===== src/rtl/phwp_pkg.sv =====
// Shared widths, codes and pipeline payload types of the pair force block.
package phwp_pkg;

    localparam int WORD_W     = 32;
    localparam int FRAC_W     = 16;
    localparam int CFG_W      = WORD_W - 1;
    localparam int PROD_W     = 2 * WORD_W;
    localparam int SQ_REM_W   = WORD_W + 2;
    localparam int SQRT_STEPS = WORD_W;
    localparam int DIV_STEPS  = WORD_W;
    localparam int WIDE_STEPS = CFG_W + FRAC_W + 1;
    localparam int KC_W       = 2 * CFG_W;
    localparam int P_W        = KC_W - FRAC_W;
    localparam int PHI_W      = P_W - WORD_W;
    localparam int E_W        = P_W + CFG_W;
    localparam int E17_W      = E_W - FRAC_W - 1;

    localparam logic [WORD_W-1:0] SAT_MAX     = {1'b0, {(WORD_W-1){1'b1}}};
    localparam logic [WORD_W-1:0] SAT_MIN_MAG = {1'b1, {(WORD_W-1){1'b0}}};

    typedef enum logic [1:0] {
        REGION_REPULSE,
        REGION_INNER,
        REGION_OUTER,
        REGION_BEYOND
    } region_t;

    typedef enum logic [1:0] {
        REG_DESIRED,
        REG_CUTOFF,
        REG_SPRING,
        REG_DEPTH
    } reg_idx_t;

    // Per-item data that travels alongside the arithmetic cells.
    typedef struct packed {
        logic [2:0][WORD_W-1:0] mag;
        logic [2:0]             neg;
        logic [WORD_W-1:0]      span;
        region_t                region;
        logic [CFG_W-1:0]       tv;
        logic [WORD_W-1:0]      energy;
        logic [WORD_W-1:0]      fmag;
        logic                   fneg;
        logic [CFG_W-1:0]       m1;
    } side_t;

    typedef struct packed {
        logic [2:0][WORD_W-1:0] force_v;
        logic [WORD_W-1:0]      energy;
        region_t                region;
    } result_t;

endpackage


===== src/rtl/phwp_sqrt_cell.sv =====
// One digit step of the pipelined integer square root.
module phwp_sqrt_cell import phwp_pkg::*; (
    input  logic                aclk,
    input  logic                en,
    input  logic [PROD_W-1:0]   rad_i,
    input  logic [SQ_REM_W-1:0] rem_i,
    input  logic [WORD_W-1:0]   root_i,
    output logic [PROD_W-1:0]   rad_o,
    output logic [SQ_REM_W-1:0] rem_o,
    output logic [WORD_W-1:0]   root_o
);

    logic [SQ_REM_W+1:0] acc;
    logic [SQ_REM_W+1:0] trial;
    logic                fit;
    logic [PROD_W-1:0]   rad_reg, rad_next;
    logic [SQ_REM_W-1:0] rem_reg, rem_next;
    logic [WORD_W-1:0]   root_reg, root_next;

    always_comb begin
        acc       = {rem_i, rad_i[PROD_W-1 -: 2]};
        trial     = {{(SQ_REM_W-WORD_W){1'b0}}, root_i, 2'b01};
        fit       = (acc >= trial);
        rad_next  = {rad_i[PROD_W-3:0], 2'b00};
        rem_next  = fit ? SQ_REM_W'(acc - trial) : acc[SQ_REM_W-1:0];
        root_next = {root_i[WORD_W-2:0], fit};
    end

    always_ff @(posedge aclk) begin
        if (en) begin
            rad_reg  <= rad_next;
            rem_reg  <= rem_next;
            root_reg <= root_next;
        end
    end

    assign rad_o  = rad_reg;
    assign rem_o  = rem_reg;
    assign root_o = root_reg;

endmodule


===== config.mk =====
export PLATFORM = sky130hd
export DESIGN_NAME = phwp_sqrt_cell
export DESIGN_NICKNAME = d
export VERILOG_FILES = /design/src/rtl/phwp_pkg.sv /design/src/rtl/phwp_sqrt_cell.sv
export SDC_FILE = /design/constraint.sdc
export NUM_CORES = 1
export LEC_CHECK = 0
export ABC_CLOCK_PERIOD_IN_PS = 2600
export BUFFER_PORTS_ARGS = -buffer_cell sky130_fd_sc_hd__buf_2
export CORE_MARGIN = 2
export CORE_UTILIZATION = 49
export CTS_CLUSTER_SIZE = 20
export DETAILED_ROUTE_END_ITERATION = 12
export PLACE_DENSITY = 0.81
export SLEW_MARGIN = 20
export SYNTH_ARGS = -nofsm -noshare
export SYNTH_HDL_FRONTEND = slang
export SYNTH_SLANG_ARGS = --single-unit

===== constraint.sdc =====
create_clock -name aclk -period 2.6 [get_ports aclk]
set_input_delay 0 -clock aclk [delete_from_list [all_inputs] [get_ports aclk]]
set_output_delay 0 -clock aclk [all_outputs]
set_load 0.02 [all_outputs]

# Word-level counts from Yosys, hierarchy flattened
# Cells that the tools add are included.
dict set report totals {
  out_inout_bits 130
  reg_bits 128
  input_bits 132
}
dict set report classes {
  n_lt_le_gt_ge 1
  mux 1
  addsub 1
}
# operator n
set op_table {}
lappend op_table {{>= comparator 36 x 34 -> 1 bit} 1}
lappend op_table {{2-to-1 mux 34 bit} 1}
lappend op_table {{subtractor 34 bit} 1}

# Depth between registers and ports, before layout
dict set report logic_depth {
  ltp_word 2
  ltp_mapped 13
  depth_no_buf 10
}

# Least setup slack after synthesis
# No wires, ideal clock.
dict set report synth_timing {
  path_type {in2reg}
  start {input root_i[9]}
  end {register rem_reg[27] (netlist: rem_o[27]), data pin}
  stages 10
  slack_ps 357
  n_path_buf 0
  arrival_ps 1982
  path_cell_list {inv_1 > ha_1 > a21o_1 > a31o_1 > a211oi_4 > o211ai_2 > a21bo_2 > mux2i_1 > o221ai_1 > mux2_4}
}
dict set report synth_between {
  elab_chain_len 2
  word_cells_on_any_way 3
  classes_between {1 x add/sub; 1 x order compare; 1 x mux}
}
# item line
set synth_rtl {}
lappend synth_rtl {{start: declaration} phwp_sqrt_cell.sv:7} ;# input logic [WORD_W-1:0] root_i,
lappend synth_rtl {{subtractor 34 bit or >= comparator 36 x 34 -> 1 bit (tied branches)} {phwp_sqrt_cell.sv:25, phwp_sqrt_cell.sv:23}}
lappend synth_rtl {{2-to-1 mux 34 bit *} phwp_sqrt_cell.sv:25} ;# rem_next = fit ? SQ_REM_W'(acc - trial) : acc[SQ_REM_W-1:0];
lappend synth_rtl {{net rem_next[27]} phwp_sqrt_cell.sv:17} ;# logic [SQ_REM_W-1:0] rem_reg, rem_next;
lappend synth_rtl {{end signal: assignment} phwp_sqrt_cell.sv:32} ;# rem_reg <= rem_next;
lappend synth_rtl {{end: declaration} phwp_sqrt_cell.sv:17}
# The timed path passes the listed nets; every way through them passes the cells marked *.
# A chain may end at the register's enable or synchronous reset.

# Final worst setup path
dict set report layout_timing {
  start {input root_i[18]}
  end {register rem_reg[27] (netlist: rem_o[27]), data pin}
}
# The elaborated chain is that of the path after synthesis.

==> results.md <==
- Run status: complete, but fails checks
- Violations in the final reports: setup timing
- Hold Worst Slack: 80.8 ps
- Clock tree from TritonCTS: yes
- Number of buffers created by CTS: 17
- Cells along the critical path: dlygate4sd3_1 -> buf_2 -> inv_1 -> ha_1 -> and3_4 -> o21ai_0 -> a31oi_1 -> o21ai_0 -> a21bo_2 -> mux2i_1 -> o221ai_1 -> mux2_4
- Max Cap Viol: 0
- Final standard cell utilization of the core: 0.782
- Total power: between 0.006 and 0.007 W
- Placed inst area: approximately 8000 um^2
- Total routing resource utilization after global routing: 0.300
- IO Pins: approximately 260
- Register area: between 3000 and 4000 um^2
- Drt initial violations: 539
- Number of nets at the end of the flow: 1,087
- Die Footprint: 13,800 um^2
- Required @ worst endpoint: ~2800 ps
- FP Rows: 41
- Fraction of layout instances using a drive strength above 1: 0.373
- Worst Tran Pin Value: 569 ps
- Pin count of the biggest net entering global routing: 69
- Async SR Flop Fraction: 0
- Antenna violations before repair: 1
- Root buffer selected by CTS: sky130_fd_sc_hd__clkbuf_16
- Portion of the post-synthesis area used by sequential elements: 0.609
- Number of enable-type register cells in the synthesized netlist: 128
- Power per cell area: around 670 nW/um^2
- Max incr delay on CP: 570 ps
- Number of max-slew violations in the final report: 0
- Final setup violation count: 1
- Number of iterations in the first detailed-routing pass: 6
- Relative slew slack: 0.621
- Number of H-tree levels: 4
- IO buf count: approximately 260
- Routed len/inst: 19.2 um
- Post-synth cell types: between 60 and 70
- Count of buffer and inverter cells on the critical path: 3
- Post-layout minimum cycle time: around 2600 ps
- Period utilisation layout: 1.00
- Number of clock sinks seen by CTS: roughly 130
- Netlist area before placement: between 6000 and 7000 um^2
- Standard cell core area: ~13,000 um^2
- Data arrival, critical path: around 2800 ps
- Overall die width: 118 um
- Worst supply voltage drop on vdd: around 380 uV
- Final Hold Violating Endpoints: 0
- Family with the most delay on the worst path: compound AO/OA/AOI/OAI gates
- Cell type with the highest occurrence count on the critical path: sky130_fd_sc_hd__o21ai_0
- Total wire length after detailed routing: between 20,000 and 25,000 um
- Yosys warning count: 0
- Post-detailed-route via-to-cell ratio: between 5 and 6
- Clock slew at reported path FFs: 60 ps
- Critical path peak fanout: 6
- Die height: roughly 120 um
- Most used standard cells in the synthesized netlist: sky130_fd_sc_hd__edfxtp_1 (128), sky130_fd_sc_hd__nand2_1 (58), sky130_fd_sc_hd__inv_1 (42)
- Remaining global-route overflow: 0
- Cell type with the largest total area after synthesis: sky130_fd_sc_hd__edfxtp_1
- Min-Delay Path Class: primary input to flop
- Category of the most critical setup path: primary input to flop
- Final critical-path setup slack: -12.8 ps
- Global placer's final weighted congestion: ~0.83
- Multi-input gate area in the final layout: 2290 um^2
- Maximum clock path buffer count: 2
- Filler cells: 750
- Crit path launch type: primary input
- Mean cell area of the mapped netlist: approximately 12 um^2
- DRC viols: 0
- Via total after detailed routing: a little under 6,000
- Area Overhead vs Synth: 56.4%
- Design Area, Final: between 9000 and 10,000 um^2
- Fraction of post-synthesis cell area in the top cell type by area: 0.609
- Final antenna-violating net count: 0
- Lkg Pwr: 4.39 nW
- Synthesized instance count: about 510
- Initial Util: 0.500
- Main area contributors after synthesis: sky130_fd_sc_hd__edfxtp_1 (61%), sky130_fd_sc_hd__ha_1 (6.7%), sky130_fd_sc_hd__nand2_1 (3.4%)
- Synthesized flop and latch total: ~130
- Cell with the most instances after synthesis: sky130_fd_sc_hd__edfxtp_1
- Master of the slowest instance on the critical path: sky130_fd_sc_hd__dlygate4sd3_1
- Via count of the first global-routing pass: 5,968
- Post-DP HPWL: 12,600 um
- Maximum achievable frequency: 0.383 GHz
- Worst setup EP type: flop
- Dominant register cell in the synthesized netlist: sky130_fd_sc_hd__edfxtp_1
- First-pass GRT wire length: 32,100 um
- Sum of negative setup slack: -12.8 ps
routing by layer:
layer / GRT usage / up-vias / part of all wire
li1: - / 2706 / -
met1: 0.329 / 2821 / 0.36
met2: 0.554 / 304 / 0.53
met3: 0.0698 / 80 / 0.059
met4: 0.127 / 0 / 0.044
met5: 0 / - / 0
tightest hold or removal path: cells and delay by family:
family | cells | cell delay (ps)
AOI/OAI and AO/OA | 1 | 170
buffers and inverters | 2 | 170
and+or+nand+nor | 1 | 50
report_power, final:
part | leakage, nW | internal, W | switching, W
Sequential | 1.25 | 0.00253 | 0.0000713
Combinational | 2.85 | 0.000631 | 0.000891
Clock | 0.285 | 0.00150 | 0.000954
registers in the layout, summed over array words and instances (netlist names):
signal  count
rad_o      62
rem_o      34
root_o     32
repair_timing:
action / 4_1_cts / 5_1_grt
setup endpoints to repair: 0 / 34
buffers inserted: 0 / 7
hold endpoints to repair: 127 / 0
hold buffers: 127 / 0
resized for setup: 0 / 17
stage by stage:
step                      setup slack, ps  instances
after floorplan                       357        508
after global placement               64.0        940
after detailed placement            -11.5        940
after CTS                            10.2       1097
after global routing                -47.5       1105
final                               -12.8       1105
worst paths after layout:
check | from | endpoint | cells past startpoint
max | root_i[18] | rem_o[27] | 12
min | rem_i[32] | root_o[0] | 4
layout make-up:
type / instances / share of cell area
sequential: 128 / 0.389
timing repair buffer: 410 / 0.281
multi-input combinational: 321 / 0.232
clock buffer: 17 / 0.0431
tap: 172 / 0.0218
clock inverter: 13 / 0.0166
inverter: 43 / 0.0165
antenna: 1 / 0.000253
cell usage in the layout, fill, tap and decap left out, types with 3 or more instances in the layout:
cell	netlist	final
sky130_fd_sc_hd__xor2_1	13	13
sky130_fd_sc_hd__ha_1	34	32
sky130_fd_sc_hd__o21ai_1	4	4
sky130_fd_sc_hd__a21o_1	19	19
sky130_fd_sc_hd__a21oi_2	0	3
sky130_fd_sc_hd__bufinv_16	0	3
sky130_fd_sc_hd__a21oi_1	28	25
sky130_fd_sc_hd__dlygate4sd3_1	0	127
sky130_fd_sc_hd__edfxtp_1	128	128
sky130_fd_sc_hd__o21ai_0	41	41
sky130_fd_sc_hd__nor3_1	10	10
sky130_fd_sc_hd__buf_2	6	258
sky130_fd_sc_hd__inv_1	42	42
sky130_fd_sc_hd__nand2_1	58	58
sky130_fd_sc_hd__mux2i_1	4	4
sky130_fd_sc_hd__xnor2_1	14	14
sky130_fd_sc_hd__nor2_1	18	17
sky130_fd_sc_hd__o31ai_1	4	3
sky130_fd_sc_hd__nand3_1	6	5
sky130_fd_sc_hd__and2_1	3	3
sky130_fd_sc_hd__clkinv_2	1	4
sky130_fd_sc_hd__clkinv_4	0	3
sky130_fd_sc_hd__buf_4	2	22
sky130_fd_sc_hd__nand2b_1	5	5
sky130_fd_sc_hd__nand4_1	6	6
sky130_fd_sc_hd__clkbuf_16	0	17
sky130_fd_sc_hd__a31oi_1	4	4
cells by family (layout without fill, tap and decap cells):
group                      after synthesis  count (layout)  share of synthesized area
AOI/OAI and AO/OA                      133             133                      0.148
xor gates and xnor gates                27              27                     0.0374
adders and majority gates               34              34                     0.0674
buffers and inverters                   59             483                     0.0408
DFF                                    128             128                      0.609
muxes                                    5               5                    0.00872
other                                    1               3                   0.000594
and+or+nand+nor                        120             120                     0.0888
(Power assumes the default switching activity.)
