### src/rtl/phwp_pkg.sv
// Shared widths, codes and pipeline payload types of the pair force block.
package phwp_pkg;

    localparam int WORD_W     = 32;
    localparam int FRAC_W     = 16;
    localparam int CFG_W      = WORD_W - 1;
    localparam int PROD_W     = 2 * WORD_W;
    localparam int SQ_REM_W   = WORD_W + 2;
    localparam int SQRT_STEPS = WORD_W;
    localparam int DIV_STEPS  = WORD_W;
    localparam int WIDE_STEPS = CFG_W + FRAC_W + 1;
    localparam int KC_W       = 2 * CFG_W;
    localparam int P_W        = KC_W - FRAC_W;
    localparam int PHI_W      = P_W - WORD_W;
    localparam int E_W        = P_W + CFG_W;
    localparam int E17_W      = E_W - FRAC_W - 1;

    localparam logic [WORD_W-1:0] SAT_MAX     = {1'b0, {(WORD_W-1){1'b1}}};
    localparam logic [WORD_W-1:0] SAT_MIN_MAG = {1'b1, {(WORD_W-1){1'b0}}};

    typedef enum logic [1:0] {
        REGION_REPULSE,
        REGION_INNER,
        REGION_OUTER,
        REGION_BEYOND
    } region_t;

    typedef enum logic [1:0] {
        REG_DESIRED,
        REG_CUTOFF,
        REG_SPRING,
        REG_DEPTH
    } reg_idx_t;

    // Per-item data that travels alongside the arithmetic cells.
    typedef struct packed {
        logic [2:0][WORD_W-1:0] mag;
        logic [2:0]             neg;
        logic [WORD_W-1:0]      span;
        region_t                region;
        logic [CFG_W-1:0]       tv;
        logic [WORD_W-1:0]      energy;
        logic [WORD_W-1:0]      fmag;
        logic                   fneg;
        logic [CFG_W-1:0]       m1;
    } side_t;

    typedef struct packed {
        logic [2:0][WORD_W-1:0] force_v;
        logic [WORD_W-1:0]      energy;
        region_t                region;
    } result_t;

endpackage

### src/rtl/phwp_out_buf.sv
// Output register with one skid entry behind it.
module phwp_out_buf import phwp_pkg::*; (
    input  logic    aclk,
    input  logic    aresetn,
    input  logic    push,
    input  result_t push_data,
    input  logic    out_ready,
    output logic    out_valid,
    output result_t out_data,
    output logic    full
);

    logic    out_vld_reg;
    logic    skid_vld_reg;
    result_t out_reg;
    result_t skid_reg;
    logic    pop;

    assign pop = out_vld_reg & out_ready;

    always_ff @(posedge aclk) begin
        if (!aresetn) begin
            out_vld_reg  <= 1'b0;
            skid_vld_reg <= 1'b0;
        end else begin
            priority if (pop) begin
                if (skid_vld_reg) begin
                    skid_vld_reg <= 1'b0;
                end else begin
                    out_vld_reg <= push;
                end
            end else if (push) begin
                if (out_vld_reg) begin
                    skid_vld_reg <= 1'b1;
                end else begin
                    out_vld_reg <= 1'b1;
                end
            end
        end
    end

    always_ff @(posedge aclk) begin
        if (pop && skid_vld_reg) begin
            out_reg <= skid_reg;
        end else if (push && (pop || !out_vld_reg)) begin
            out_reg <= push_data;
        end
        if (push && out_vld_reg && !pop) begin
            skid_reg <= push_data;
        end
    end

    assign out_valid = out_vld_reg;
    assign out_data  = out_reg;
    assign full      = skid_vld_reg;

endmodule

### config.mk
export PLATFORM = sky130hd
export DESIGN_NAME = phwp_out_buf
export DESIGN_NICKNAME = d
export VERILOG_FILES = /design/src/rtl/phwp_pkg.sv /design/src/rtl/phwp_out_buf.sv
export SDC_FILE = /design/constraint.sdc
export NUM_CORES = 1
export LEC_CHECK = 0
export BUFFER_PORTS_ARGS = -buffer_cell sky130_fd_sc_hd__buf_2
export CAP_MARGIN = 20
export CORE_MARGIN = 1.5
export CORE_UTILIZATION = 25
export CTS_BUF_LIST = sky130_fd_sc_hd__clkbuf_4 sky130_fd_sc_hd__clkbuf_8
export DETAILED_ROUTE_END_ITERATION = 10
export GPL_TIMING_DRIVEN = 0
export PLACE_DENSITY = 0.57
export REMOVE_ABC_BUFFERS = 1
export SLEW_MARGIN = 15
export SYNTH_ARGS = -nofsm -noshare
export SYNTH_HDL_FRONTEND = slang
export SYNTH_SLANG_ARGS = --single-unit
### constraint.sdc
create_clock -name aclk -period 7.9 [get_ports aclk]
set_input_delay 0.79 -clock aclk [delete_from_list [all_inputs] [get_ports aclk]]
set_output_delay 0.79 -clock aclk [all_outputs]
set_load 0.005 [all_outputs]
# [Word-level counts from Yosys, hierarchy flattened]
# Index checks and enable logic that the tools add are counted.
[word_totals] latchBits=0 mem_bits_rw=0 inputBits=134 ff_bits=262 word_cells=32 mem_bits_ro=0 n_memories=0 out_inout_bits=132
[op_classes] n_mul=0 n_mux=5 magnitude_cmp=0 shifts=0 eq_ne=1 div_mod_pow=0 bitwise_logic=2 n_addsub=0 reduce_logical=12
[op_table] operator="130-bit two-way mux" n=2
[op_table] operator="1-bit logical AND" n=4
[op_table] operator="2-bit AND reduction" n=2
[op_table] operator="2-bit nonzero test" n=2
[op_table] operator="1-bit two-way mux" n=3
[op_table] operator="1-bit logical NOT" n=2
[op_table] operator="2-bit inequality test, second input constant" n=1
[op_table] operator="2-bit OR reduction" n=1
[op_table] operator="1-bit AND" n=1
[op_table] operator="1-bit logical OR" n=1
[op_table] operator="1-bit NOT" n=1

# [Longest topological paths before layout]
# Gate-level depths: netlist (run 1).
[logic_depth] word_depth=5 depth_mapped=4 mapped_depth_nobuf=3

# [Least setup slack after synthesis (run 1)]
# OpenSTA, ideal clock, no wires.
[synth_path] path_kind="input -> register" start="in out_ready" end="reg out_reg (netlist bit out_data[0]), enable pin" path_buffers=0 slack_ns=0.117 t_required_ns=7.237 arrival_time_ns=7.119 path_stages=2 setup_ns=0.663 path_cell_list="inv_1 a21oi_1"
[synth_between] elab_chain_cells=4 word_cells_on_any_way=5 classes_between="bitwise (1); reduce/logical (4)"
[synth_lines] item="start: declaration" line="phwp_out_buf.sv:7" text="input logic out_ready,"
[synth_lines] item="1-bit AND *" line="phwp_out_buf.sv:19" text="assign pop = out_vld_reg & out_ready;"
[synth_lines] item="1-bit logical OR" line="phwp_out_buf.sv:45" text="end else if (push && (pop || !out_vld_reg)) begin"
[synth_lines] item="1-bit logical AND" line="phwp_out_buf.sv:45"
[synth_lines] item="2-bit nonzero test (no source line) *"
[synth_lines] item="end signal: assignment" line="phwp_out_buf.sv:44" text="out_reg <= skid_reg;"
[synth_lines] item="end signal: assignment" line="phwp_out_buf.sv:46" text="out_reg <= push_data;"
[synth_lines] item="end: declaration" line="phwp_out_buf.sv:15" text="result_t out_reg;"
# Mark *: on every way between the ends. The rest lies on a longest branch, timed or not.
# A chain may end at the register's enable or synchronous reset.

# [Worst setup path after layout (run 1)]
[layout_path] start="reg out_vld_reg (netlist: out_valid)" end="reg skid_reg[45] in the netlist's numbering, enable pin"
[layout_between] elab_chain_cells=3 word_cells_on_any_way=4 classes_between="bitwise (1); reduce/logical (3)"
[layout_lines] item="start: declaration" line="phwp_out_buf.sv:13" text="logic out_vld_reg;"
[layout_lines] item="start signal: assignment" line="phwp_out_buf.sv:30" text="out_vld_reg <= push;"
[layout_lines] item="1-bit AND" line="phwp_out_buf.sv:19"
[layout_lines] item="1-bit logical NOT" line="phwp_out_buf.sv:48" text="if (push && out_vld_reg && !pop) begin"
[layout_lines] item="1-bit logical AND *" line="phwp_out_buf.sv:48"
[layout_lines] item="end signal: assignment" line="phwp_out_buf.sv:49" text="skid_reg <= push_data;"
[layout_lines] item="end: declaration" line="phwp_out_buf.sv:16" text="result_t skid_reg;"
# Marked as above.

==> out/results.ini, run 1 <==
[setup_path]
path_class = reg2reg
cpPeakStageDelay_ps = 710
cp_slowest_cell = and3_4
critPathTopFamily = simple AND/OR/NAND/NOR gates
cpMostUsedCell = buf_16
cp.depth = 3
cp-start-kind = flip-flop
crit_buf_inv = 2
cp.arrival_ps = 2470
reg2reg_depth = 3
required_ps = 8160
path_cells = and3_4, buf_16, buf_16
path_max_fanout = 47
cp-end-kind = flip-flop

[timing]
finalSetupTns_ps = 0
clock_skew_ps = 15.7
rsz0062_at_grt = false
whs_ps = 391
max-slew-margin-rel = 0.535
min_period_ps = 2210
post-route-period-util = 0.280
worst_pin_slew_ps = 698
finalHoldViolations = 0
slew_viol_final = 0
setup_viol = 0
max_freq_mhz = 452

[floorplan]
die_x_um = 202
core_um2 = 38800
initial_core_util = 0.255
fp-row-count = 72
num_io_pins = 266
dieArea_um2 = 40700
die_h_um = 202

[yosys]
ys_ff_latch = 262
synthXorXnorAreaFrac = 0
synthMuxAreaShare = 0.186
ys_seq_area_frac = 0.794
syn-cell-area_um2 = 9880
yosys_warnings = 0
synthAdderAreaFrac = 0
synth_top_family_by_area = multiplexers
syn_avg_cell_area_um2 = 23.6
synth-simple-area-share = 0.00228
ys_types = 14
synthCells = 418
synth_compound_area_frac = 0.00279

[power_and_ir_drop]
p_leak_nw = 5.31
irDropWorstVdd_uv = 142
p_per_area_nw_per_um2 = 243

[cts]
cts_sinks = 262
post_cts_resized = 0
clock_tree.buffer_depth = 3
holdBufCountCts = 0
cts_setup_buffers = 0
cts_inserted_buffers = 46
cts_tree = yes
cts-root-buf = clkbuf_8
clk_pin_slew_ps = 60
clock_latency_ps = 590
htreeDepth = 2

[finish]
antenna_cells = 0
final_nets = 864
final_common_cell = buf_2
drive_gt1_frac = 0.634
instances_no_fill = 1284
regArea_um2 = 7850
layout_common_cells = 265 x buf_2, 260 x edfxtp_1, 100 x mux2_4
n_fill_cell = 3731
multi_input_area_um2 = 1920
area_growth_pct = 32.4

[detailed_routing]
vias = 4988
viasPerCell = 3.88
drc = 0
drt.antenna.violating_nets = 0
drt-pass1-iter-count = 4
drt-initial-drc-count = 257
wirelength_um = 21000
wl_per_cell_um = 16.4

[worst_hold_path]
holdPathStages = 1
hold_path.class = in2reg

[global_routing]
grt_pass1_vias = 5319
grt_pass1_wl_um = 31800
track_usage = 0.103
grt_antenna_before_repair = 3
grt_max_degree = 48
gr-total-overflow = 0

[place]
io_buffers = 265
hpwlAfterDp_um = 14100
dp_cells = 1200
gp_congestion = 0.727

[status]
status = finished, final reports clean

[run]
drv_cap = 0

worst reg2reg max path, cell delays in order (launching register included):
cell     delay (ps)
dfxtp_1         530
and3_4          710
buf_16          330
buf_16          290
layout make-up:
class / instances / area share
tap: 518 / 0.0495
clock inverter: 20 / 0.0148
multi-input combinational: 140 / 0.147
clock buffer: 64 / 0.0616
timing repair buffer: 278 / 0.128
inverter: 2 / 0.000574
sequential: 262 / 0.600
synth_stat cells:
master    count  area (um2)
dfxtp_1       2        40.0
o21ai_0       1        5.00
mux2_4      100        1500
nand2_1       2        7.51
nand3_1       1        5.00
inv_1         2        7.51
a21oi_1       3        15.0
and3_1        1        6.26
nor2_1        1        3.75
mux2_2       30         338
edfxtp_1    260        7810
buf_6        11         124
a21boi_0      1        7.51
buf_2         3        15.0
per-stage QoR:
stage	util	setup WS [ps]	area [um2]	power, W
floorplan	-	117	9740	0.00175
global placement	0.302	-4500	11700	0.00187
detailed placement	0.311	5120	12100	0.00186
CTS	0.337	5590	13100	0.00325
global route	0.337	5500	13100	0.00332
finish	0.337	5690	13100	0.00318
where the power goes:
group / internal (W) / switching (W) / leakage (nW)
clock: 0.000790 / 0.000565 / 0.520
combinational: 0.000114 / 0.0000941 / 2.33
sequential: 0.00160 / 0.0000152 / 2.46
total: 0.00251 / 0.000674 / 5.31
cell families (layout without fill, tap and decap cells):
family	count (synthesis)	after routing
mux	130	130
simple gates	5	5
flops	262	262
buf+inv	16	364
compound gates	5	5
worst paths after layout:
check | startpoint | to | slack, ps
worst min-delay path | push_data[8] | skid_reg[8] | 390
worst min register to register | skid_reg[108] | out_data[108] | 540
worst max-delay path | out_valid | skid_reg[45] | 5690
worst max register to register | out_valid | skid_reg[45] | 5690
per-layer routing:
layer	routed length [um]	track usage	vias up
li1	-	-	2300
met1	8870	0.125	2444
met2	9450	0.154	192
met3	2040	0.0456	48
met4	622	0.0514	4
met5	26	0	-
Power figures use the tool's default switching activity.
==> run 2: changes to the inputs <==
--- a/config.mk
+++ b/config.mk
@@ -5,6 +5,7 @@
 export SDC_FILE = /design/constraint.sdc
 export NUM_CORES = 1
 export LEC_CHECK = 0
+export ABC_AREA = 1
 export BUFFER_PORTS_ARGS = -buffer_cell sky130_fd_sc_hd__buf_2
 export CAP_MARGIN = 20
 export CORE_MARGIN = 1.5
@@ -12,7 +13,7 @@
 export CTS_BUF_LIST = sky130_fd_sc_hd__clkbuf_4 sky130_fd_sc_hd__clkbuf_8
 export DETAILED_ROUTE_END_ITERATION = 10
 export GPL_TIMING_DRIVEN = 0
-export PLACE_DENSITY = 0.57
+export PLACE_DENSITY = 0.55
 export REMOVE_ABC_BUFFERS = 1
 export SLEW_MARGIN = 15
 export SYNTH_ARGS = -nofsm -noshare
==> constraint.sdc (replaced) <==
create_clock -name aclk -period 2.2 [get_ports aclk]
set_input_delay 0.22 -clock aclk [delete_from_list [all_inputs] [get_ports aclk]]
set_output_delay 0.22 -clock aclk [all_outputs]
set_load 0.005 [all_outputs]
==> run 2 against run 1 <==
Register-to-register slack got worse by 5500 ps. Cell count up 33%. Worst hold slack got worse by 190 ps. Via count increased by 31%. First-iteration DRC count down 12%. Critical endpoint is now out_data[125]. Largest cell class unchanged. Largest power group unchanged.
==> out/results.ini, run 2 <==
[yosys]
synth.most_common_cell = edfxtp_1
ys_seq_area_frac = 0.778  ; -0.0156
synth.top_cell.area_share = 0.774  ; -0.0155
synth-simple-area-share = 0.0536  ; +0.0513
yosys_warnings = 0  ; unchanged
ys_types = 13  ; -1
synth_compound_area_frac = 0.0916  ; +0.0888
synth_edf_count = 260  ; unchanged
synthMuxAreaShare = 0  ; -0.186
synth_area_leaders = edfxtp_1 77%, o21ai_2 6.1%, nand2_1 5.0%
synthXorXnorAreaFrac = 0  ; unchanged
async_reset_ff_frac = 0  ; unchanged
synth_top_family_by_area = compound AO/OA/AOI/OAI gates
syn-cell-area_um2 = 10100  ; +2.0%
synthFlopType = edfxtp_1
syn_avg_cell_area_um2 = 14.5  ; -39%
ys_ff_latch = 262  ; unchanged
yosys-top-cells-count = 260 x edfxtp_1, 134 x nand2_1, 133 x inv_1
synthAdderAreaFrac = 0  ; unchanged
synth.largest_area_cell = edfxtp_1
synthCells = 695  ; +66%

[cts]
cts_tree = yes
clock_latency_ps = 590  ; about the same
clk_pin_slew_ps = 60  ; about the same
htreeDepth = 2  ; unchanged
cts_sinks = 262  ; unchanged
cts-root-buf = clkbuf_8
clock_tree.buffer_depth = 3  ; unchanged
cts_inserted_buffers = 49  ; +6.5%

[global_routing]
grt_antenna_before_repair = 3  ; unchanged
track_usage = 0.113  ; +0.0103
grt_pass1_wl_um = 36300  ; +14%
grt_pass1_vias = 6691  ; +26%
gr-total-overflow = 0  ; unchanged
grt_max_degree = 65  ; +35%

[power_and_ir_drop]
p_leak_nw = 6.33  ; +19%
p_per_area_nw_per_um2 = 796  ; +230%
irDropWorstVdd_uv = 439  ; +210%

[setup_path]
crit_buf_inv = 3  ; +1
cpMostUsedCell = buf_16
reg2reg_depth = 5  ; +2
setup.worst_path.end = out_data[125]
cpPeakStageDelay_ps = 480  ; -230 ps
r2r_slack_ps = 210  ; -5480 ps
startpoint = full
cp.depth = 5  ; +2
required_ps = 2480  ; -5680 ps
path_max_fanout = 20  ; -57%
cp_slowest_cell = a21oi_4
path_cells = nand2_1, a21oi_4, buf_16, buf_16, buf_16
path_class = reg2reg
cp.arrival_ps = 2270  ; -200 ps
cp-end-kind = flip-flop
r2r-end = out_data[125]
r2r-start = full
cp-start-kind = flip-flop
critPathTopFamily = buffers and inverters

[timing]
post-route-period-util = 0.906  ; +0.625
max-slew-margin-rel = 0.650  ; +0.115
min_period_ps = 1990  ; -222 ps
rsz0062_at_grt = false
slew_viol_final = 0  ; unchanged
finalHoldViolations = 0  ; unchanged
worst_pin_slew_ps = 524  ; -173 ps
clock_skew_ps = 23.2  ; +7.48 ps
whs_ps = 197  ; -195 ps
setup_viol = 0  ; unchanged
max_freq_mhz = 502  ; +11%
finalSetupTns_ps = 0  ; unchanged

[floorplan]
dieArea_um2 = 41500  ; +2.0%
core_um2 = 39700  ; +2.3%
num_io_pins = 266  ; unchanged
die_x_um = 204  ; +0.98%
initial_core_util = 0.254  ; -0.000820
die_h_um = 204  ; +0.98%
fp-row-count = 73  ; +1.4%

[detailed_routing]
wl_per_cell_um = 13.7  ; -16%
drt-initial-drc-count = 227  ; -12%
drt.antenna.violating_nets = 0  ; unchanged
viasPerCell = 3.81  ; -1.9%
wirelength_um = 23400  ; +12%
drc = 0  ; unchanged
drt-pass1-iter-count = 6  ; +2
vias = 6535  ; +31%

[place]
gp_congestion = 0.710  ; -2.3%
io_buffers = 265  ; unchanged
hpwlAfterDp_um = 15800  ; +12%

[run]
drv_cap = 0  ; unchanged

[finish]
drive_gt1_frac = 0.377  ; -0.258
area_growth_pct = 44.9
final_nets = 1279  ; +48%
final_common_cell = buf_2
n_fill_cell = 3886  ; +4.2%
layout_common_cells = 265 x buf_2, 260 x edfxtp_1, 134 x nand2_1, 134 x dlygate4sd3_1, 133 x inv_1

[status]
status = finished, final reports clean

[worst_hold_path]
hold_path.class = in2reg

## run 2: routing by layer
metal	track usage	up-vias	routed length, um
met5	0	-	0
met4	0.0561	0	708
met3	0.0460	54	2140
met2	0.172	201	10700
met1	0.138	3001	9890
li1	-	3279	-
## run 2: worst min path at each step
stage                         startpoint  slack [ps]       endpoint  cells after the start
after floorplan             push_data[0]         320    skid_reg[0]                      0
after global placement    push_data[128]         410  skid_reg[128]                      1
after detailed placement   push_data[46]         410   skid_reg[46]                      1
after CTS                      out_ready          90   skid_reg[79]                      3
after global routing           out_ready         160   skid_reg[79]                      3
final                          out_ready         200   skid_reg[79]                      3
## run 2: tightest hold or removal path, stage by stage
cell and delay [ps]:
buf_2 180, nor3_4 70, buf_4 150
## run 2: where the power goes
group / internal, W / switching, W
combinational: 0.000494 / 0.000450
clock: 0.00279 / 0.00207
sequential: 0.00577 / 0.0000528
total: 0.00905 / 0.00257
## run 2: timing repair
item,CTS,global route
endpoints found under the hold margin,262,0
resized for setup,1,1
pin swaps,1,0
setup buffers,1,0
setup endpoints to repair,54,20
hold buffers,134,0
## run 2: metrics by stage
stage | utilization | setup slack [ps] | cell area, um2 | total power [W] | std cells
after floorplan | - | -7930 | 9810 | 0.00625 | 667
after global placement | 0.297 | -14500 | 11800 | 0.00670 | 1457
after detailed placement | 0.308 | -171 | 12200 | 0.00669 | 1484
after CTS | 0.367 | 78.4 | 14600 | 0.0119 | 1711
after global routing | 0.368 | 73.9 | 14600 | 0.0122 | 1714
final | 0.368 | 208 | 14600 | 0.0116 | 1714
## run 2: cell families after synthesis
logic type / Yosys count
compound gates: 132
buf+inv: 161
flops: 262
simple gates: 140
## run 2: layout make-up
class,instances,area [um2],area share
multi-input combinational,272,1490,0.102
timing repair buffer,427,3090,0.212
antenna,3,7.51,0.000514
inverter,133,499,0.0342
clock inverter,24,185,0.0127
sequential,262,7850,0.537
tap,525,657,0.0450
clock buffer,68,830,0.0568
