$ cat src/rtl/phwp_pkg.sv
// Shared widths, codes and pipeline payload types of the pair force block.
package phwp_pkg;

    localparam int WORD_W     = 32;
    localparam int FRAC_W     = 16;
    localparam int CFG_W      = WORD_W - 1;
    localparam int PROD_W     = 2 * WORD_W;
    localparam int SQ_REM_W   = WORD_W + 2;
    localparam int SQRT_STEPS = WORD_W;
    localparam int DIV_STEPS  = WORD_W;
    localparam int WIDE_STEPS = CFG_W + FRAC_W + 1;
    localparam int KC_W       = 2 * CFG_W;
    localparam int P_W        = KC_W - FRAC_W;
    localparam int PHI_W      = P_W - WORD_W;
    localparam int E_W        = P_W + CFG_W;
    localparam int E17_W      = E_W - FRAC_W - 1;

    localparam logic [WORD_W-1:0] SAT_MAX     = {1'b0, {(WORD_W-1){1'b1}}};
    localparam logic [WORD_W-1:0] SAT_MIN_MAG = {1'b1, {(WORD_W-1){1'b0}}};

    typedef enum logic [1:0] {
        REGION_REPULSE,
        REGION_INNER,
        REGION_OUTER,
        REGION_BEYOND
    } region_t;

    typedef enum logic [1:0] {
        REG_DESIRED,
        REG_CUTOFF,
        REG_SPRING,
        REG_DEPTH
    } reg_idx_t;

    // Per-item data that travels alongside the arithmetic cells.
    typedef struct packed {
        logic [2:0][WORD_W-1:0] mag;
        logic [2:0]             neg;
        logic [WORD_W-1:0]      span;
        region_t                region;
        logic [CFG_W-1:0]       tv;
        logic [WORD_W-1:0]      energy;
        logic [WORD_W-1:0]      fmag;
        logic                   fneg;
        logic [CFG_W-1:0]       m1;
    } side_t;

    typedef struct packed {
        logic [2:0][WORD_W-1:0] force_v;
        logic [WORD_W-1:0]      energy;
        region_t                region;
    } result_t;

endpackage

$ cat src/rtl/phwp_side_stage.sv
// Valid bit and item payload register for one pipeline position.
module phwp_side_stage import phwp_pkg::*; (
    input  logic  aclk,
    input  logic  aresetn,
    input  logic  en,
    input  logic  vld_i,
    input  side_t side_i,
    output logic  vld_o,
    output side_t side_o
);

    logic  vld_reg;
    side_t side_reg;

    always_ff @(posedge aclk) begin
        if (!aresetn) begin
            vld_reg <= 1'b0;
        end else if (en) begin
            vld_reg <= vld_i;
        end
    end

    always_ff @(posedge aclk) begin
        if (en) begin
            side_reg <= side_i;
        end
    end

    assign vld_o  = vld_reg;
    assign side_o = side_reg;

endmodule

$ cat config.mk
export PLATFORM = sky130hd
export DESIGN_NAME = phwp_side_stage
export DESIGN_NICKNAME = d
export VERILOG_FILES = /design/src/rtl/phwp_pkg.sv /design/src/rtl/phwp_side_stage.sv
export SDC_FILE = /design/constraint.sdc
export NUM_CORES = 1
export LEC_CHECK = 0
export BUFFER_PORTS_ARGS = -buffer_cell sky130_fd_sc_hd__buf_2
export CORE_AREA = 2 2 207 209
export DETAILED_ROUTE_END_ITERATION = 10
export DIE_AREA = 0 0 209 211
export GPL_ROUTABILITY_DRIVEN = 1
export PLACE_DENSITY_LB_ADDON = 0.2
export SLEW_MARGIN = 0
export SYNTH_ARGS = -nofsm -noshare
export SYNTH_HDL_FRONTEND = slang
export SYNTH_SLANG_ARGS = --single-unit
export TNS_END_PERCENT = 30
$ cat constraint.sdc
create_clock -name aclk -period 0.8 [get_ports aclk]
set_input_delay 0.08 -clock aclk [delete_from_list [all_inputs] [get_ports aclk]]
set_output_delay 0.08 -clock aclk [all_outputs]
set_load 0.005 [all_outputs]
Yosys cells after proc, flatten, opt, wreduce, memory -nomap -nowiden. Index checks and enable logic that the tools add are counted.

Output and inout port bits: 261. Flip-flop bits (word level): 261. Logic and storage cells: 12.

Logic depth before layout (Yosys ltp). Gate-level depths: netlist of run 1.

Depth after elaboration: 0. Depth in mapped cells: 2. Depth with buffers taken out: 2.

Worst setup path after synthesis of run 1. OpenSTA, ideal clock, no wires.

Path type: reg2reg. From: register, netlist name vld_o. To: register vld_reg (netlist: vld_o). Data arrival time: 0.457 ns. Library setup time: 0.116 ns. Buffers on the path: 0. Setup slack: 0.227 ns. Cell stages (with the launch flop): 3. Required time: 0.684 ns. Cell sequence: dfxtp_1 -> mux2i_1 -> nor2b_1.

RTL lines: end signal, assigned (line phwp_side_stage.sv:19) `vld_reg <= vld_i;`; end, declared (line phwp_side_stage.sv:12) `logic vld_reg;`.

Worst setup path in the final report of run 1.
From: register side_reg (netlist bit side_o[235]). To: output side_o[235] (netlist bit).

RTL lines: start, declared (line phwp_side_stage.sv:13) `side_t side_reg;`; start signal, assigned (line phwp_side_stage.sv:25) `side_reg <= side_i;`; end, declared (line phwp_side_stage.sv:9) `output side_t side_o`.

No word-level cell between the ends.

==> results of run 1 <==
-- routing by layer --
layer | vias to the layer above | track usage
met5 | - | 0
met4 | 2 | 0.03842
met3 | 39 | 0.03583
met2 | 316 | 0.1964
met1 | 2787 | 0.1261
li1 | 2776 | -
-- cells in the final DEF, fill, tap and decap left out, types with 2 or more instances in the layout --
| cell | netlist | final |
|---|---|---|
| buf_12 | 0 | 10 |
| buf_6 | 0 | 2 |
| buf_4 | 0 | 14 |
| clkbuf_16 | 0 | 29 |
| clkinv_1 | 0 | 5 |
| clkbuf_1 | 0 | 7 |
| edfxtp_1 | 260 | 260 |
| buf_2 | 0 | 521 |
| bufinv_16 | 0 | 5 |
| dlygate4sd3_1 | 0 | 265 |
-- worst reg2reg max path: cells and delay by family, from the launching register on --
family / cells / cell delay (ns)
DFF: 1 / 0.32
muxes: 1 / 0.13
and+or+nand+nor: 1 / 0.06
-- sequential cells by signal, indices dropped and copies added, names as in the netlist --
register	count
side_o	260
vld_o	1
-- final cells by class --
cell class / instances / area, µm² / share of cell area
Antenna cell: 1 / 2.502 / 0.0001659
Multi-Input combinational cell: 2 / 16.27 / 0.001079
Sequential cell: 261 / 7829 / 0.5192
Tap cell: 539 / 674.4 / 0.04472
Timing Repair Buffer: 814 / 5615 / 0.3724
Clock buffer: 36 / 752.0 / 0.04987
Clock inverter: 13 / 190.2 / 0.01261
-- what timing repair did --
| action | 4_1_cts | 5_1_grt |
|---|---|---|
| hold buffers | 266 | 0 |
| gates resized for setup | 4 | 1 |
| pin swaps | 0 | 0 |
| cloned | 0 | 0 |
| hold endpoints to repair | 282 | 0 |
| setup endpoints to repair | 261 | 268 |
-- power breakdown --
group	internal, µW	switching, µW	total (µW)
Sequential	16200	256	16500
Combinational	2110	1370	3480
Clock	8190	5130	13300
-- cell families after synthesis --
family	count (synthesis)
flops	261
simple gates	1
mux	1
-- metrics by stage --
step / TNS, ns / std cells
finish: -82.05 / 1666
floorplan: 0 / 263
detailed placement: -10.47 / 1350
global placement: -10.17 / 1350
global route: -97.47 / 1666
CTS: -95.50 / 1665
-- final timing paths --
path,end,slack (ns)
setup / recovery,side_o[235],-0.41
hold / removal,side_o[223]$_DFFE_PP_,0.06
setup reg to reg,vld_o$_SDFFE_PN0P_,0.18
hold reg to reg,vld_o$_SDFFE_PN0P_,0.53
==> flow_metrics.py, run 1 <==
metrics = {
    "grt": {
        "grt.overflow.total": 0,
        "grt_max_degree": 26,
        "grt_use_total": 0.1110,
        "grt_pass1_wl_mm": 37.37,
        "grt_antenna_before_repair": 2,
        "grt_pass1_vias": 6482,
    },
    "logic_synthesis": {
        "ys_ff_latch": 261,
        "synthAdderAreaFrac": 0,
        "yosys.area_share.xor_xnor": 0,
        "synth_edf_count": 260,
        "ys_seq_area_frac": 0.9979,
        "netlist_area_um2": 7844,
        "synthSimpleGateAreaFrac": 0.0007976,
        "yosysMostFrequentCell": "edfxtp_1",
        "yosys.cell_types.count": 4,
        "ys_warn_count": 0,
        "async_reset_ff_frac": 0,
        "synth.avg_cell_area_um2": 29.82,
        "yosysTopAreaCell": "edfxtp_1",
        "synthTopCellsByCount": "edfxtp_1, dfxtp_1, mux2i_1, nor2b_1",
        "synth_compound_area_frac": 0,
        "muxShareOfSynthArea": 0.001276,
        "syn_inst": 263,
        "synth_top_area_frac": 0.9954,
        "syn_nets": 527,
        "synth_area_leaders": "edfxtp_1, dfxtp_1, mux2i_1",
        "synth_top_family_by_area": "multiplexers",
        "synth_ff_type": "edfxtp_1",
    },
    "worst_setup_path": {
        "reg2reg_depth": 2,
        "critPathLaunch": "side_o[235]$_DFFE_PP_",
        "startpoint_type": "flip-flop",
        "cp_data_arrival_time_ns": 1.13,
        "cp_slowest_cell": "edfxtp_1",
        "worst_ep_required_time_ns": 0.72,
        "path_max_fanout": 1,
        "crit_chain": "buf_6",
        "regToRegStartpoint": "vld_o$_SDFFE_PN0P_",
        "end_kind": "output port",
        "slowest_delay_ns": 0.43,
        "crit_family": "flip-flops",
        "path_class": "flip-flop to output port",
        "crit_buf_inv": 1,
        "critical_path_depth": 1,
    },
    "route": {
        "drc": 0,
        "wl_met3_mm": 2.235,
        "antenna_left": 0,
        "drt_first_pass_iters": 4,
        "vias_per_cell": 3.553,
        "wl_met2_mm": 13.09,
        "route.layer.met1.wl_mm": 9.863,
        "top_layer_used": "met5",
        "routed_wl_mm": 25.81,
        "drt_iter0_drc": 224,
        "wire_per_inst_um": 15.49,
        "num_vias": 5920,
    },
    "timing": {
        "hold_violations": 0,
        "finClkSkew_ns": 0,
        "grt_setup_unrepaired": "true",
        "worst_slew_pin_slew_ns": 0.4578,
        "max_slew_margin": 0.6948,
        "timing.final.crit_period_ns": 1.205,
        "setup_violations": 261,
        "hold_slack_ns": 0.05850,
        "fin_crit_sh": 1.506,
        "fmax_ghz": 0.8298,
        "setup_slack_ns": -0.4052,
        "drv_slew": 0,
    },
    "worst_hold_path": {
        "min_path_cells": 3,
        "holdCritPathClass": "input pin to flip-flop",
        "min-delay-start": "en",
    },
    "placement": {
        "io_buffers": 524,
        "place_ws_ns": -0.09480,
        "hpwl_mm": 18.76,
        "gp_congestion": 0.7455,
        "dpl_cell_area_um2": 11460,
    },
    "clock_tree": {
        "clk_latency_ns": 0.54,
        "clock_sinks": 261,
        "clk_pin_slew_ns": 0.06,
        "cts_tree": "built",
        "cts_buffer_depth": 3,
        "cts_buffers": 29,
        "cts_root_buf": "clkbuf_16",
        "htree_levels": 1,
        "postCtsSetupBuffers": 0,
    },
    "die": {
        "io_pins": 525,
        "die_height_um": 211,
        "num_rows": 75,
        "fp.dieW_um": 209,
        "core-area_um2": 41760,
        "die-area_um2": 44100,
        "initial_utilization": 0.1878,
    },
    "pwr": {
        "fin_total_pwr_uw": 33300,
        "ir_drop_mv": 1.450,
        "powerDensity_nw_per_um2": 2208,
        "leakage_uw": 0.006364,
    },
    "status": {
        "outcome": "finished, violations left",
        "violations": "setup timing",
    },
    "final_layout": {
        "drive_gt1_frac": 0.5204,
        "fin_nets": 1372,
        "design_area_um2": 15080,
        "area_growth_pct": 92.25,
        "nFillCells": 3983,
        "post-route-util": 0.3611,
    },
    "run": {
        "max_cap_viol_count": 0,
    },
}
Note: power is estimated with default switching activity, not from simulation.
==> run 2, diff against run 1 <==
RECOVER_POWER = 25   (was default)
==> flow_metrics.py, run 2 (same netlist as run 1, synthesis figures left out) <==
metrics = {
    "status": {
        "violations": "setup timing",
        "outcome": "finished, violations left",
    },
    "worst_setup_path": {
        "end_kind": "output port",
        "path_class": "flip-flop to output port",
        "cp_slowest_cell": "edfxtp_1",
        "startpoint_type": "flip-flop",
        "crit_buf_inv": 1,
        "worst_ep_required_time_ns": 0.72,
        "cp_data_arrival_time_ns": 1.13,
        "crit_chain": "buf_6",
        "slowest_delay_ns": 0.43,
        "crit_family": "flip-flops",
        "path_max_fanout": 1,
    },
    "pwr": {
        "switching_share": 0.2031,
        "fin_total_pwr_uw": 33220,
        "p_seq_frac": 0.497,
        "ir_drop_mv": 1.478,
        "leakage_uw": 0.006305,
        "power_frac_comb": 0.102,
        "intPower_uw": 26470,
        "p_sw_uw": 6746,
        "powerDensity_nw_per_um2": 2222,
        "pwr-share-clk": 0.401,
    },
    "placement": {
        "place_ws_ns": -0.09480,
        "io_buffers": 524,
        "gp_congestion": 0.7455,
        "dpl_cell_area_um2": 11460,
        "hpwl_mm": 18.76,
    },
    "timing": {
        "max_slew_margin": 0.6982,
        "fin_crit_sh": 1.507,
        "hold_slack_ns": 0.2189,
        "hold_violations": 0,
        "setup_slack_ns": -0.4054,
        "grt_setup_unrepaired": "true",
        "drv_slew": 0,
        "timing.final.crit_period_ns": 1.205,
        "finClkSkew_ns": 0,
        "worst_slew_pin_slew_ns": 0.4527,
        "setup_violations": 270,
        "fmax_ghz": 0.8296,
    },
    "clock_tree": {
        "clock_sinks": 261,
        "cts_tree": "built",
        "cts_buffers": 29,
        "cts_buffer_depth": 3,
        "clk_pin_slew_ns": 0.06,
        "postCtsSetupBuffers": 0,
        "cts_root_buf": "clkbuf_16",
        "htree_levels": 1,
        "clk_latency_ns": 0.54,
    },
    "die": {
        "io_pins": 525,
        "die_height_um": 211,
        "die-area_um2": 44100,
        "fp.dieW_um": 209,
        "num_rows": 75,
        "initial_utilization": 0.1878,
        "core-area_um2": 41760,
    },
    "route": {
        "drt_first_pass_iters": 4,
        "vias_per_cell": 3.553,
        "routed_wl_mm": 25.80,
        "drt_iter0_drc": 233,
        "wire_per_inst_um": 15.48,
        "num_vias": 5920,
        "drc": 0,
        "antenna_left": 0,
    },
    "final_layout": {
        "final_cell_mix": "buf_2, dlygate4sd3_1, edfxtp_1",
        "drive_gt1_frac": 0.5151,
        "area_growth_pct": 90.62,
        "final_common_cell": "buf_2",
        "fin_nets": 1372,
        "post-route-util": 0.3581,
        "nFillCells": 4007,
        "design_area_um2": 14950,
        "largest_register_ffs": 260,
    },
    "grt": {
        "grt_pass1_vias": 6482,
        "grt_use_total": 0.1110,
        "grt.overflow.total": 0,
        "grt_antenna_before_repair": 2,
        "grt_pass1_wl_mm": 37.37,
        "grt_max_degree": 26,
    },
    "run": {
        "max_cap_viol_count": 0,
    },
    "worst_hold_path": {
        "holdCritPathClass": "input pin to flip-flop",
    },
}
run 2: cell types whose count changed in the layout (fill, tap and decap cells not counted):
cell | before | now
clkbuf_1 | 7 | 13
clkbuf_4 | 0 | 4
buf_12 | 10 | 4
buf_4 | 14 | 2
clkbuf_2 | 0 | 9
buf_8 | 1 | 0
run 2: path summary, 6_finish.rpt:
kind	start	depth (start not counted)	endpoint	slack [ns]
min reg2reg	vld_o$_SDFFE_PN0P_	2	vld_o$_SDFFE_PN0P_	0.53
min	en	3	side_o[155]$_DFFE_PP_	0.22
max reg2reg	vld_o$_SDFFE_PN0P_	2	vld_o$_SDFFE_PN0P_	0.18
max	side_o[235]$_DFFE_PP_	1	side_o[235]	-0.41
run 2: layer usage:
layer	vias up	part of all wire	wire, µm	global-route usage
met5	-	0.00062	16	0
met4	2	0.024	615	0.03842
met3	41	0.088	2264	0.03583
met2	316	0.51	13050	0.1964
met1	2784	0.38	9857	0.1261
li1	2777	-	-	-
run 2: final cells by class:
type	count	area (µm²)	share of cell area
clock inverters	13	190.2	0.01272
diodes	1	2.502	0.0001674
clock buffers	36	752.0	0.05029
multi-input cells	2	16.27	0.001088
repair buffers	814	5488	0.3670
well taps	539	674.4	0.04510
flip-flops and latches	261	7829	0.5236
run 2: power by group through the flow:
stage	clock network [µW]	logic (µW)	registers, µW
after detailed placement	0	2460	16800
after floorplan	0	4.97	17000
after global placement	0	2470	16800
after global routing	14400	3670	16600
final	13300	3400	16500
after CTS	13800	3530	16500
run 2: worst min-delay path: stages:
cell	delay, ns
clkbuf_1	0.11
clkbuf_1	0.16
clkbuf_1	0.20
run 2: repair_timing:
item | 4_1_cts | 5_1_grt
hold endpoints to repair | 282 | 0
endpoints found under the setup margin | 261 | 268
gates resized for setup | 4 | 1
hold buffers | 266 | 0
run 2: through the flow:
step	std cells	TNS, ns
after floorplan	263	0
after global placement	1350	-10.17
after detailed placement	1350	-10.47
after CTS	1665	-95.50
after global routing	1666	-100.40
final	1666	-83.37
==> run 3, diff against run 2 <==
ABC_CLOCK_PERIOD_IN_PS = 800   (was default)
CELL_PAD_IN_SITES_DETAIL_PLACEMENT = 1   (was default)
CELL_PAD_IN_SITES_GLOBAL_PLACEMENT = 1   (was default)
CORE_AREA = 2 2 205 207   (was 2 2 207 209)
DIE_AREA = 0 0 207 209   (was 0 0 209 211)
==> flow_metrics.py, run 3 (same netlist as run 1, synthesis figures left out) <==
metrics = {
    "worst_hold_path": {
        "min_path_cells": 2,
        "min-delay-start": "side_i[62]",
        "min_to": "side_o[62]$_DFFE_PP_",
        "holdCritPathClass": "input pin to flip-flop",
    },
    "timing": {
        "hold_slack_ns": 0.2358,
        "setup_slack_ns": -0.4271,
        "grt_setup_unrepaired": "true",
        "drv_slew": 0,
        "hold_violations": 0,
        "fin_crit_sh": 1.534,
        "timing.final.crit_period_ns": 1.227,
        "fmax_ghz": 0.8149,
        "finClkSkew_ns": 0,
        "setup_violations": 264,
        "worst_slew_pin_slew_ns": 0.7380,
        "max_slew_margin": 0.5080,
    },
    "final_layout": {
        "post-route-util": 0.3599,
        "design_area_um2": 14860,
        "final_common_cell": "buf_2",
        "drive_gt1_frac": 0.5192,
        "fin_nets": 1359,
        "final_cells": 1657,
        "largest_register_ffs": 260,
        "final_cell_mix": "buf_2, dlygate4sd3_1, edfxtp_1",
        "area_growth_pct": 89.47,
    },
    "route": {
        "drt_iter0_drc": 170,
        "num_vias": 5948,
        "wire_per_inst_um": 17.26,
        "drt_first_pass_iters": 4,
        "drc": 0,
        "routed_wl_mm": 28.61,
        "vias_per_cell": 3.590,
        "antenna_left": 0,
    },
    "clock_tree": {
        "htree_levels": 1,
        "clock_sinks": 261,
        "cts_root_buf": "clkbuf_16",
        "clk_latency_ns": 0.54,
        "cts_buffer_depth": 3,
        "clk_pin_slew_ns": 0.06,
        "cts_buffers": 29,
        "cts_tree": "built",
    },
    "grt": {
        "grt.overflow.total": 0,
        "grt_pass1_vias": 6769,
        "grt_pass1_wl_mm": 41.92,
        "grt_max_degree": 43,
        "grt_use_total": 0.1268,
        "grt_antenna_before_repair": 2,
    },
    "worst_setup_path": {
        "end_kind": "output port",
        "regToRegStartpoint": "vld_o$_SDFFE_PN0P_",
        "startpoint_type": "flip-flop",
        "crit_buf_inv": 1,
        "worst_ep_required_time_ns": 0.72,
        "path_class": "flip-flop to output port",
        "path_max_fanout": 1,
        "crit_family": "flip-flops",
        "slowest_delay_ns": 0.44,
        "ff2ff_setup_slack_ns": 0.20,
        "cp_data_arrival_time_ns": 1.15,
        "r2r_end": "vld_o$_SDFFE_PN0P_",
        "crit_chain": "buf_6",
        "reg2reg_depth": 2,
        "cp_slowest_cell": "edfxtp_1",
    },
    "die": {
        "io_pins": 525,
        "core-area_um2": 41290,
        "initial_utilization": 0.1900,
        "die_height_um": 209,
        "die-area_um2": 43260,
        "num_rows": 75,
        "fp.dieW_um": 207,
    },
    "run": {
        "max_cap_viol_count": 0,
    },
    "pwr": {
        "ir_drop_mv": 1.591,
        "pwr-share-clk": 0.388,
        "switching_share": 0.2183,
        "p_seq_frac": 0.505,
        "leakage_uw": 0.006266,
        "p_sw_uw": 7137,
        "power_frac_comb": 0.106,
        "intPower_uw": 25560,
        "powerDensity_nw_per_um2": 2200,
    },
    "placement": {
        "placed_cells": 1340,
        "hpwl_mm": 19.95,
        "gp_congestion": 0.7491,
        "dpl_cell_area_um2": 11310,
        "io_buffers": 524,
    },
    "status": {
        "violations": "setup timing",
        "outcome": "finished, violations left",
    },
}
run 3: final cells by class:
cell class,count,area (µm²)
clock inverters,20,155.1
flip-flops and latches,261,7829
multi-input cells,2,16.27
repair buffers,801,5444
fillers,4413,26430
well taps,539,674.4
diodes,1,2.502
clock buffers,33,740.7
run 3: timing repair:
item / CTS / global route
hold endpoints to repair: 263 / 0
pin swaps: 0 / 0
resized for setup: 6 / 6
buffers inserted: 0 / 0
endpoints found under the setup margin: 261 / 264
hold buffers: 263 / 0
run 3: per-stage QoR:
| stage | total power, µW | TNS [ns] | worst slack (ns) |
|---|---|---|---|
| 5_1_grt | 34050 | -105.13 | -0.4813 |
| 2_1_floorplan | 16970 | 0 | 0.2274 |
| 4_1_cts | 33160 | -96.23 | -0.4723 |
| 6_report | 32700 | -85.65 | -0.4271 |
| 3_5_place_dp | 19220 | -36.05 | -0.1802 |
| 3_3_place_gp | 19180 | -32.89 | -0.1656 |
run 3: metal layers:
layer / global-route usage / vias to the layer above / wire length (µm)
li1: - / 2750 / -
met1: 0.1394 / 2864 / 10550
met2: 0.2272 / 287 / 14940
met3: 0.04749 / 45 / 2376
met4: 0.03744 / 2 / 729
met5: 0 / - / 11
run 3: power by group through the flow:
stage	Combinational, µW	Sequential (µW)	Clock (µW)
after detailed placement	2430	16800	0
final	3470	16500	12700
after global placement	2420	16800	0
after global routing	3740	16600	13700
after floorplan	4.97	17000	0
after CTS	3500	16500	13100
run 3: worst max-delay path by stage:
stage,from,end,slack [ns],depth (start not counted)
final,side_o[253]$_DFFE_PP_,side_o[253],-0.43,1
after global routing,side_o[253]$_DFFE_PP_,side_o[253],-0.48,1
after CTS,side_o[253]$_DFFE_PP_,side_o[253],-0.47,1
after detailed placement,en,side_o[242]$_DFFE_PP_,-0.18,2
after global placement,en,side_o[242]$_DFFE_PP_,-0.17,2
after floorplan,vld_o$_SDFFE_PN0P_,vld_o$_SDFFE_PN0P_,0.23,2
